==> src/ycg_pkg.sv <==
// ----------------------------------------------------------------------------
// ycg_pkg
// Types and constants shared by the yuv color gain filter.
// ----------------------------------------------------------------------------
package ycg_pkg;

  // pixel request into the block
  typedef struct packed {
    logic [7:0] red_in;
    logic [7:0] green_in;
    logic [7:0] blue_in;
  } ycg_in_t;

  // pixel request out of the block
  typedef struct packed {
    logic [7:0] red_out;
    logic [7:0] green_out;
    logic [7:0] blue_out;
  } ycg_out_t;

  // configuration register indexes
  localparam logic [1:0] CFG_LUMA_GAIN      = 2'd0;
  localparam logic [1:0] CFG_BLUE_DIFF_GAIN = 2'd1;
  localparam logic [1:0] CFG_RED_DIFF_GAIN  = 2'd2;

  localparam logic [7:0] GAIN_RESET = 8'd128;

  // arithmetic width of the matrix sums
  localparam int SumW = 20;

  // forward matrix
  localparam logic signed [SumW-1:0] K_YR = 20'sd66;
  localparam logic signed [SumW-1:0] K_YG = 20'sd129;
  localparam logic signed [SumW-1:0] K_YB = 20'sd25;
  localparam logic signed [SumW-1:0] K_UR = -20'sd38;
  localparam logic signed [SumW-1:0] K_UG = -20'sd74;
  localparam logic signed [SumW-1:0] K_UB = 20'sd112;
  localparam logic signed [SumW-1:0] K_VR = 20'sd122;
  localparam logic signed [SumW-1:0] K_VG = -20'sd94;
  localparam logic signed [SumW-1:0] K_VB = -20'sd18;

  // inverse matrix
  localparam logic signed [SumW-1:0] K_C   = 20'sd298;
  localparam logic signed [SumW-1:0] K_RE  = 20'sd409;
  localparam logic signed [SumW-1:0] K_GD  = -20'sd100;
  localparam logic signed [SumW-1:0] K_GE  = -20'sd208;
  localparam logic signed [SumW-1:0] K_BD  = 20'sd516;

  localparam logic signed [SumW-1:0] ROUND_HALF = 20'sd128;
  localparam logic [7:0] Y_OFFSET = 8'd16;
  localparam logic [7:0] C_OFFSET = 8'd128;

endpackage

==> src/yuv_color_gain_filter_top.sv <==
// throughput: one pixel per cycle unless out_ready stalls the output, four
//   registered stages (forward matrix, gain multiply, inverse matrix, shift
//   and clamp)
// reset: rst synchronous active high, clears all stage valid bits and sets
//   the three gains to 128 (unity)
// ----------------------------------------------------------------------------
// yuv_color_gain_filter_top
// RGB to YUV, per-channel gain with 8-bit wrap, YUV back to RGB with clamp.
// ----------------------------------------------------------------------------
module yuv_color_gain_filter_top
  import ycg_pkg::*;
(
  input  logic       clk,
  input  logic       rst,
  input  logic       in_valid,
  output logic       in_ready,
  input  ycg_in_t    in_data,
  output logic       out_valid,
  input  logic       out_ready,
  output ycg_out_t   out_data,
  input  logic       cfg_valid,
  output logic       cfg_ready,
  input  logic [1:0] cfg_index,
  input  logic [7:0] cfg_data
);

  logic [7:0] luma_gain;
  logic [7:0] blue_diff_gain;
  logic [7:0] red_diff_gain;

  logic v1, v2, v3, v4;
  logic adv1, adv2, adv3, adv4;

  logic [7:0] y1, u1, v1_chan;
  logic [7:0] ys2, us2, vs2;
  logic signed [SumW-1:0] sr3, sg3, sb3;

  logic signed [SumW-1:0] r_ext, g_ext, b_ext;
  logic signed [SumW-1:0] y_sum, u_sum, v_sum;
  logic signed [SumW-1:0] y_sh, u_sh, v_sh;
  logic [15:0] y_prod, u_prod, v_prod;
  logic signed [SumW-1:0] c_ext, d_ext, e_ext;
  logic signed [SumW-1:0] r_sum, g_sum, b_sum;
  logic signed [SumW-1:0] r_sh, g_sh, b_sh;

  // configuration registers
  assign cfg_ready = 1'b1;

  always_ff @(posedge clk) begin
    if (rst) begin
      luma_gain      <= GAIN_RESET;
      blue_diff_gain <= GAIN_RESET;
      red_diff_gain  <= GAIN_RESET;
    end else if (cfg_valid) begin
      case (cfg_index)
        CFG_LUMA_GAIN:      luma_gain      <= cfg_data;
        CFG_BLUE_DIFF_GAIN: blue_diff_gain <= cfg_data;
        CFG_RED_DIFF_GAIN:  red_diff_gain  <= cfg_data;
        default: ;
      endcase
    end
  end

  // stage advance, back from the output
  assign adv4 = !v4 || out_ready;
  assign adv3 = !v3 || adv4;
  assign adv2 = !v2 || adv3;
  assign adv1 = !v1 || adv2;
  assign in_ready = adv1;

  // valid bits
  always_ff @(posedge clk) begin
    if (rst) begin
      v1 <= 1'b0;
      v2 <= 1'b0;
      v3 <= 1'b0;
      v4 <= 1'b0;
    end else begin
      if (adv1) v1 <= in_valid;
      if (adv2) v2 <= v1;
      if (adv3) v3 <= v2;
      if (adv4) v4 <= v3;
    end
  end

  // stage 1: forward matrix with rounding and offsets
  always_comb begin
    r_ext = SumW'($unsigned(in_data.red_in));
    g_ext = SumW'($unsigned(in_data.green_in));
    b_ext = SumW'($unsigned(in_data.blue_in));
    y_sum = K_YR * r_ext + K_YG * g_ext + K_YB * b_ext + ROUND_HALF;
    u_sum = K_UR * r_ext + K_UG * g_ext + K_UB * b_ext + ROUND_HALF;
    v_sum = K_VR * r_ext + K_VG * g_ext + K_VB * b_ext + ROUND_HALF;
    y_sh  = y_sum >>> 8;
    u_sh  = u_sum >>> 8;
    v_sh  = v_sum >>> 8;
  end

  always_ff @(posedge clk) begin
    if (adv1) begin
      y1      <= y_sh[7:0] + Y_OFFSET;
      u1      <= u_sh[7:0] + C_OFFSET;
      v1_chan <= v_sh[7:0] + C_OFFSET;
    end
  end

  // stage 2: gain, keep low 8 bits after the shift by 7
  assign y_prod = y1 * luma_gain;
  assign u_prod = u1 * blue_diff_gain;
  assign v_prod = v1_chan * red_diff_gain;

  always_ff @(posedge clk) begin
    if (adv2) begin
      ys2 <= y_prod[14:7];
      us2 <= u_prod[14:7];
      vs2 <= v_prod[14:7];
    end
  end

  // stage 3: inverse matrix sums
  always_comb begin
    c_ext = SumW'($unsigned(ys2)) - SumW'($unsigned(Y_OFFSET));
    d_ext = SumW'($unsigned(us2)) - SumW'($unsigned(C_OFFSET));
    e_ext = SumW'($unsigned(vs2)) - SumW'($unsigned(C_OFFSET));
    r_sum = K_C * c_ext + K_RE * e_ext + ROUND_HALF;
    g_sum = K_C * c_ext + K_GD * d_ext + K_GE * e_ext + ROUND_HALF;
    b_sum = K_C * c_ext + K_BD * d_ext + ROUND_HALF;
  end

  always_ff @(posedge clk) begin
    if (adv3) begin
      sr3 <= r_sum;
      sg3 <= g_sum;
      sb3 <= b_sum;
    end
  end

  // stage 4: floor shift and clamp to 0..255
  function automatic logic [7:0] clamp8(input logic signed [SumW-1:0] val);
    logic [7:0] res;
    if (val < 0) begin
      res = 8'd0;
    end else if (val > 255) begin
      res = 8'd255;
    end else begin
      res = val[7:0];
    end
    return res;
  endfunction

  assign r_sh = sr3 >>> 8;
  assign g_sh = sg3 >>> 8;
  assign b_sh = sb3 >>> 8;

  always_ff @(posedge clk) begin
    if (adv4) begin
      out_data.red_out   <= clamp8(r_sh);
      out_data.green_out <= clamp8(g_sh);
      out_data.blue_out  <= clamp8(b_sh);
    end
  end

  assign out_valid = v4;

  // checks
  a_stall_holds_s1: assert property (@(posedge clk) disable iff (rst)
    v1 && !adv2 |=> v1 && $stable(y1) && $stable(u1))
    else $error("stage 1 lost data on stall");

  a_stall_holds_s3: assert property (@(posedge clk) disable iff (rst)
    v3 && !adv4 |=> v3 && $stable(sr3) && $stable(sg3) && $stable(sb3))
    else $error("stage 3 lost data on stall");

  a_no_ready_when_full: assert property (@(posedge clk) disable iff (rst)
    v1 && v2 && v3 && v4 && !out_ready |-> !in_ready)
    else $error("input taken while pipeline is full and stalled");

  a_reset_empty: assert property (@(posedge clk)
    rst |=> !out_valid && !v1)
    else $error("pipeline not empty after reset");

endmodule

==> config.mk <==
export PLATFORM = sky130hd
export DESIGN_NAME = yuv_color_gain_filter_top
export DESIGN_NICKNAME = d
export VERILOG_FILES = /design/src/ycg_pkg.sv /design/src/yuv_color_gain_filter_top.sv
export SDC_FILE = /design/constraint.sdc
export NUM_CORES = 1
export LEC_CHECK = 0
export ABC_AREA = 1
export BUFFER_PORTS_ARGS = -buffer_cell sky130_fd_sc_hd__buf_4
export CORE_MARGIN = 4
export CORE_UTILIZATION = 30
export CTS_BUF_LIST = sky130_fd_sc_hd__clkbuf_8
export CTS_CLUSTER_SIZE = 12
export DETAILED_ROUTE_END_ITERATION = 10
export HOLD_SLACK_MARGIN = 0.15
export PLACE_DENSITY_LB_ADDON = 0.12
export SKIP_CTS_REPAIR_TIMING = 1
export SLEW_MARGIN = 20
export SYNTH_ARGS = -nofsm -noshare
export SYNTH_HDL_FRONTEND = slang
export SYNTH_SLANG_ARGS = --single-unit
export TNS_END_PERCENT = 10
==> constraint.sdc <==
create_clock -name clk -period 6.9 [get_ports clk]
set_clock_uncertainty 0.2 [all_clocks]
set_input_delay 0.69 -clock clk [delete_from_list [all_inputs] [get_ports clk]]
set_output_delay 0.69 -clock clk [all_outputs]
set_load 0.02 [all_outputs]
* Yosys cells after proc, flatten, opt, wreduce, memory -nomap -nowiden
Cells that the tools add are included.
** Word-level totals
- Output and inout port bits :: 27
- Word-level logic and storage cells :: 81
- Register bits :: 160
** Cells by class
- Reductions and logical operators :: 12
- $lt $le $gt $ge :: 6
- Add/sub/neg operators :: 22
- Multipliers :: 17
- Equality and inequality tests :: 2
- Muxes and demuxes :: 3
** Operators by type and width (number)
- adder 20 x 9 -> 20 bit (second input constant) :: 3
- adder 16 bit :: 3
- multiplier 8 x 8 -> 15 bit :: 3
- greater-than comparator 12 x 9 -> 1 bit (second input constant) :: 3
- less-than comparator 12 x 1 -> 1 bit (second input constant) :: 3
- multiplier 9 x 9 -> 18 bit (first input constant) :: 2
- adder 16 x 9 -> 16 bit (second input constant) :: 2
- multiplier 6 x 9 -> 15 bit (first input constant) :: 2
- multiplier 7 x 9 -> 15 bit (first input constant) :: 2
- multiplier 5 x 9 -> 14 bit (first input constant) :: 2
- multiplier 6 x 8 -> 14 bit (first input constant) :: 2
- two-way mux 8 bit :: 3
- adder 19 x 17 -> 20 bit :: 1
- adder 19 x 19 -> 20 bit :: 1
- adder 19 x 20 -> 20 bit :: 1
- adder 20 x 18 -> 20 bit :: 1
- multiplier 10 x 9 -> 19 bit (first input constant) :: 1
- subtractor 8 x 8 -> 9 bit (second input constant) :: 2
- adder 15 x 16 -> 16 bit :: 1
- adder 16 x 13 -> 16 bit :: 1
- adder 16 x 15 -> 16 bit :: 1
- adder 16 x 8 -> 16 bit (second input constant) :: 1
- adder 8 bit (second input constant) :: 2
- multiplier 8 x 8 -> 16 bit (first input constant) :: 1
- 10 further kinds :: 18

* Depth between registers and ports, before layout
- Word-level depth :: 5
- Mapped depth :: 32
- Depth with buffers taken out :: 32

* Worst setup path before layout
No wires, ideal clock.
- Kind :: reg-to-reg
- Start :: register ys2[4]
- End :: register sr3[19], data pin
- Period minus slack after synthesis :: 6460 ps
- Setup time :: 252 ps
- Path buffers :: 0
- Setup slack :: 440 ps
- Cell stages (with the launch flop) :: 29
- Data arrival time :: 6008 ps
- Path through :: edfxtp_1 inv_1 ha_1 nand3_1 inv_1 ha_1 ha_1 fa_1 fa_1 ha_1 ha_1 nand2_1 inv_1 nand2_1 nand2_1 a21oi_1 xnor2_1 inv_1 fa_1 fa_1 inv_1 ha_1 nand2_1 nor2_1 nand3_1 o21ai_0 nand2_1 nand3b_1 nand2_1
** On the way
- Cells in the longest elaborated chain, start to end :: 4
** Ends and longest elaborated chain
- from (decl) :: RTL line yuv_color_gain_filter_top.sv:35 : logic [7:0] ys2, us2, vs2;
- from (signal assigned) :: RTL line yuv_color_gain_filter_top.sv:114 : ys2 <= y_prod[14:7];
- subtractor 8 x 5 -> 9 bit :: RTL line yuv_color_gain_filter_top.sv:122 : c_ext = SumW'($unsigned(ys2)) - SumW'($unsigned(Y_OFFSET));
- multiplier 9 x 9 -> 18 bit :: RTL line yuv_color_gain_filter_top.sv:125 : r_sum = K_C * c_ext + K_RE * e_ext + ROUND_HALF;
- adder 19 x 19 -> 20 bit :: RTL line yuv_color_gain_filter_top.sv:125
- adder 20 x 9 -> 20 bit :: RTL line yuv_color_gain_filter_top.sv:125
- net r_sum[19] :: RTL line yuv_color_gain_filter_top.sv:43 : logic signed [SumW-1:0] r_sum, g_sum, b_sum;
- to (signal assigned) :: RTL line yuv_color_gain_filter_top.sv:132 : sr3 <= r_sum;
- to (decl) :: RTL line yuv_color_gain_filter_top.sv:36 : logic signed [SumW-1:0] sr3, sg3, sb3;
The timed path passes the listed nets, and every way through them passes these cells.
A chain may end at the register's enable or synchronous reset.

* Worst setup path in the final report
- Start :: register ys2[4]
- End :: register sr3[18], data pin
Same word-level chain as after synthesis.

==> key figures <==
Logic synthesis
  • Synthesized area: 28300 um^2
  • Post-Syn Instances: 3445
  • Seq/Total Area, Yosys: 13.4%
  • Most common flop cell mapped by yosys: edfxtp_1
  • Yosys warns: 0
  • Average footprint of a synthesized cell: 8.21 um^2
  • Number of flip-flops and latches in the synthesized netlist: 136
  • Top-area cell type share of the netlist area: 27.4%
  • Top cells by area in the synthesized netlist: ha_1 (27%), fa_1 (21%), edfxtp_1 (11%)
  • Post-Synthesis Net Count: between 4000 and 5000
  • Area leader, netlist: ha_1
  • Count of distinct cell types in the synthesized netlist: 47
  • Post-synth EDFFs: approximately 110
  • Share of synthesized registers carrying an async set or reset: 0%

Final layout
  • Area growth, synth to finish: 8.99%
  • Most common cell after layout, fill and taps aside: inv_1
  • Final net count: 4459
  • Fraction of final layout cells with drive strength greater than 1: 4.80%
  • Most used cells in the layout excluding fill and tap cells: inv_1 (831), nand2_1 (643), ha_1 (617), fa_1 (291), a21oi_1 (177)
  • Final cell utilization of the core: between 30 and 40%
  • Final Cell Area: 30800 um^2

Route
  • Detailed-route DRC error count: 0
  • Routed Wire Length: 74700 um
  • Detail-routed via count per cell: 4.44
  • Residual antenna-violating net count after detailed routing: 0
  • Detailed Routing Iterations Pass 1: 5
  • Number of design-rule violations left by the first detailed-router iteration: 844
  • Detail-routed net length per standard cell: 15.6 um
  • Overall via count from detail_route: 21200

Timing
  • Final count of hold timing violations: 0
  • Final slew viol count: 0
  • Slew @ Worst Pin: 0.991 ns
  • Fmax achieved: 153 MHz
  • Portion of the clock cycle consumed by the worst path in the final layout: a little over nine tenths
  • Unrepaired setup endpoints after global routing: false
  • Slew margin rel.: between 30% and 40%
  • Total negative slack: 0 ns
  • Period minus WS final: between 6 and 7 ns
  • Min setup slack post-route: 0.381 ns
  • Setup violations, final: 0

Worst setup path
  • Worst-case reg-to-reg path depth: 28
  • Endpoint arrival time on the critical path: 6.62 ns
  • Worst Setup EP: sr3[18]
  • Critical path class: reg -> reg
  • Launching point of the worst reg2reg path: ys2[4]
  • Critical Path Source: ys2[4]
  • CP max FO: 6
  • Slowest cell on the critical path: fa_1
  • Kind of end point of the critical path: register
  • Slowest cell delay on critical path: 0.54 ns
  • Reg2Reg Setup Slack: 0.38 ns
  • Required arrival time at the worst endpoint: 7.01 ns
  • R2R Path End: sr3[18]
  • Kind of start point of the critical path: register

Clocking
  • CTS Root Buffer Type: clkbuf_8
  • TritonCTS clock tree: done
  • Register clock-pin slew on the reported worst setup and hold paths: 0.10 ns
  • Clock Tree Buf Depth: 2
  • Clock network latency to the later pin of the worst-skew pair: approximately 0.56 ns
  • Num Clock Sinks: 136
  • H-Tree Depth: 4
  • Number of CTS-inserted buffers: 17

Flow run
  • Max capacitance violation total: 0

Hold path
  • Worst hold path type: in -> reg
  • Hold-critical path depth: 3

Global route
  • Met2 Use GR: 27.6%
  • Via count of the first global-routing pass: ~22000
  • GRT Overall Usage: between 10% and 20%
  • Global-route wire length before repair: about 120000 um
  • GR met3 Demand/Resource: 1.91%
  • Global routing met1 resource utilization: 20.4%
  • Gr busiest metal: met2
  • Maximum number of pins on one net before global-route repair: 38
  • Total congestion overflow after global routing: 0
  • Number of antenna violations at the first check in global routing: 5

Place
  • Area after DPL: around 30000 um^2
  • Routability cong.: 0.878
  • Placed wire-length estimate: 66000 um
  • Port bufs: 64
  • Pre-CTS setup slack: 0.114 ns

Floorplanning
  • Die span in x: approximately 320 um
  • Starting utilization of the core area: slightly above 30%
  • Floorplan die area: 99300 um^2
  • Boundary Pins: 66
  • Core outline area: 93500 um^2
  • Site row count: between 100 and 150
  • Vertical die dimension: 315 um

Status
  • Result of the run: finished, final reports clean
-- synth_stat cells, types with 2 or more instances --
cell type	n
ha_1	619
o211ai_1	8
clkbuf_1	42
buf_4	2
clkbuf_2	2
o21ai_0	92
o2111ai_1	3
fa_1	292
nand2_2	3
nor3_2	2
nand4_1	35
xor2_1	107
nor3b_1	3
a21boi_0	4
a21oi_1	183
nand2_1	643
or2_2	3
nand3_1	102
xnor2_1	60
o21a_1	4
o21bai_1	23
a31o_2	4
or3_1	3
a31oi_1	11
inv_1	832
o31ai_1	3
nand3b_1	8
buf_2	5
a21o_1	14
nor3_1	24
a211oi_1	6
o21ai_2	3
nor2_1	150
and3_1	2
edfxtp_1	108
dfxtp_1	28
o21bai_2	2
-- per-stage QoR --
stage / instances / hold WS [ns]
final: 4777 / 0.195
after global routing: 4777 / 0.152
after CTS: 4773 / 0.121
after detailed placement: 4741 / 0.260
after global placement: 4741 / 0.257
after floorplan: 3445 / 0.236
-- metal layers --
layer	wire length (um)	share of wire (%)
met3	1760	2.4
met5	26	0.035
met4	1650	2.2
met1	35000	47
met2	36300	49
-- final cells by class --
class	instances	area, um^2
clock buffers	17	234
flip-flops and latches	136	3800
well taps	1254	1570
clock inverters	15	133
diodes	1	2.50
repair buffers	96	721
fillers	10100	62600
multi-input cells	2425	21200
inverters	833	3130
-- critical path, delay by kind of cell (launching register included) --
| kind | cells | cell delay (ns) |
|---|---|---|
| XOR/XNOR | 1 | 0.25 |
| buffers and inverters | 6 | 0.42 |
| AND/OR/NAND/NOR | 5 | 0.41 |
| flip-flops | 1 | 0.37 |
| adder cells (fa/ha/maj) | 10 | 3.70 |
| AO/OA/AOI/OAI | 6 | 0.89 |
-- state kept, by name (all words and copies together) (netlist names), 8 cells and up --
register	flops
out_data	24
luma_gain	8
ys2	8
v1_chan	8
sg3	12
sb3	12
red_diff_gain	8
blue_diff_gain	8
u1	8
sr3	12
vs2	8
y1	8
us2	8
-- logic make-up (layout without fill, tap and decap cells) --
group	count (synthesis)	after routing	share of synthesized area, %
AO/OA/AOI/OAI	364	364	7.25
AND/OR/NAND/NOR	981	981	14.2
XOR/XNOR	168	168	5.23
other	1	2	0.0133
adder cells (fa/ha/maj)	911	911	48.1
buffers and inverters	884	961	11.8
flip-flops	136	136	13.4
-- worst min path at each step --
stage / from / endpoint
global placement: v1 / v2
global route: cfg_data[7] / luma_gain[7]
floorplan: v3 / out_valid
finish: cfg_data[7] / luma_gain[7]
CTS: cfg_data[7] / red_diff_gain[7]
detailed placement: v1 / v2
Power is left out: the tool's default activity adds up to more than one toggle a clock period on the data nets, which glitch-free logic cannot reach.
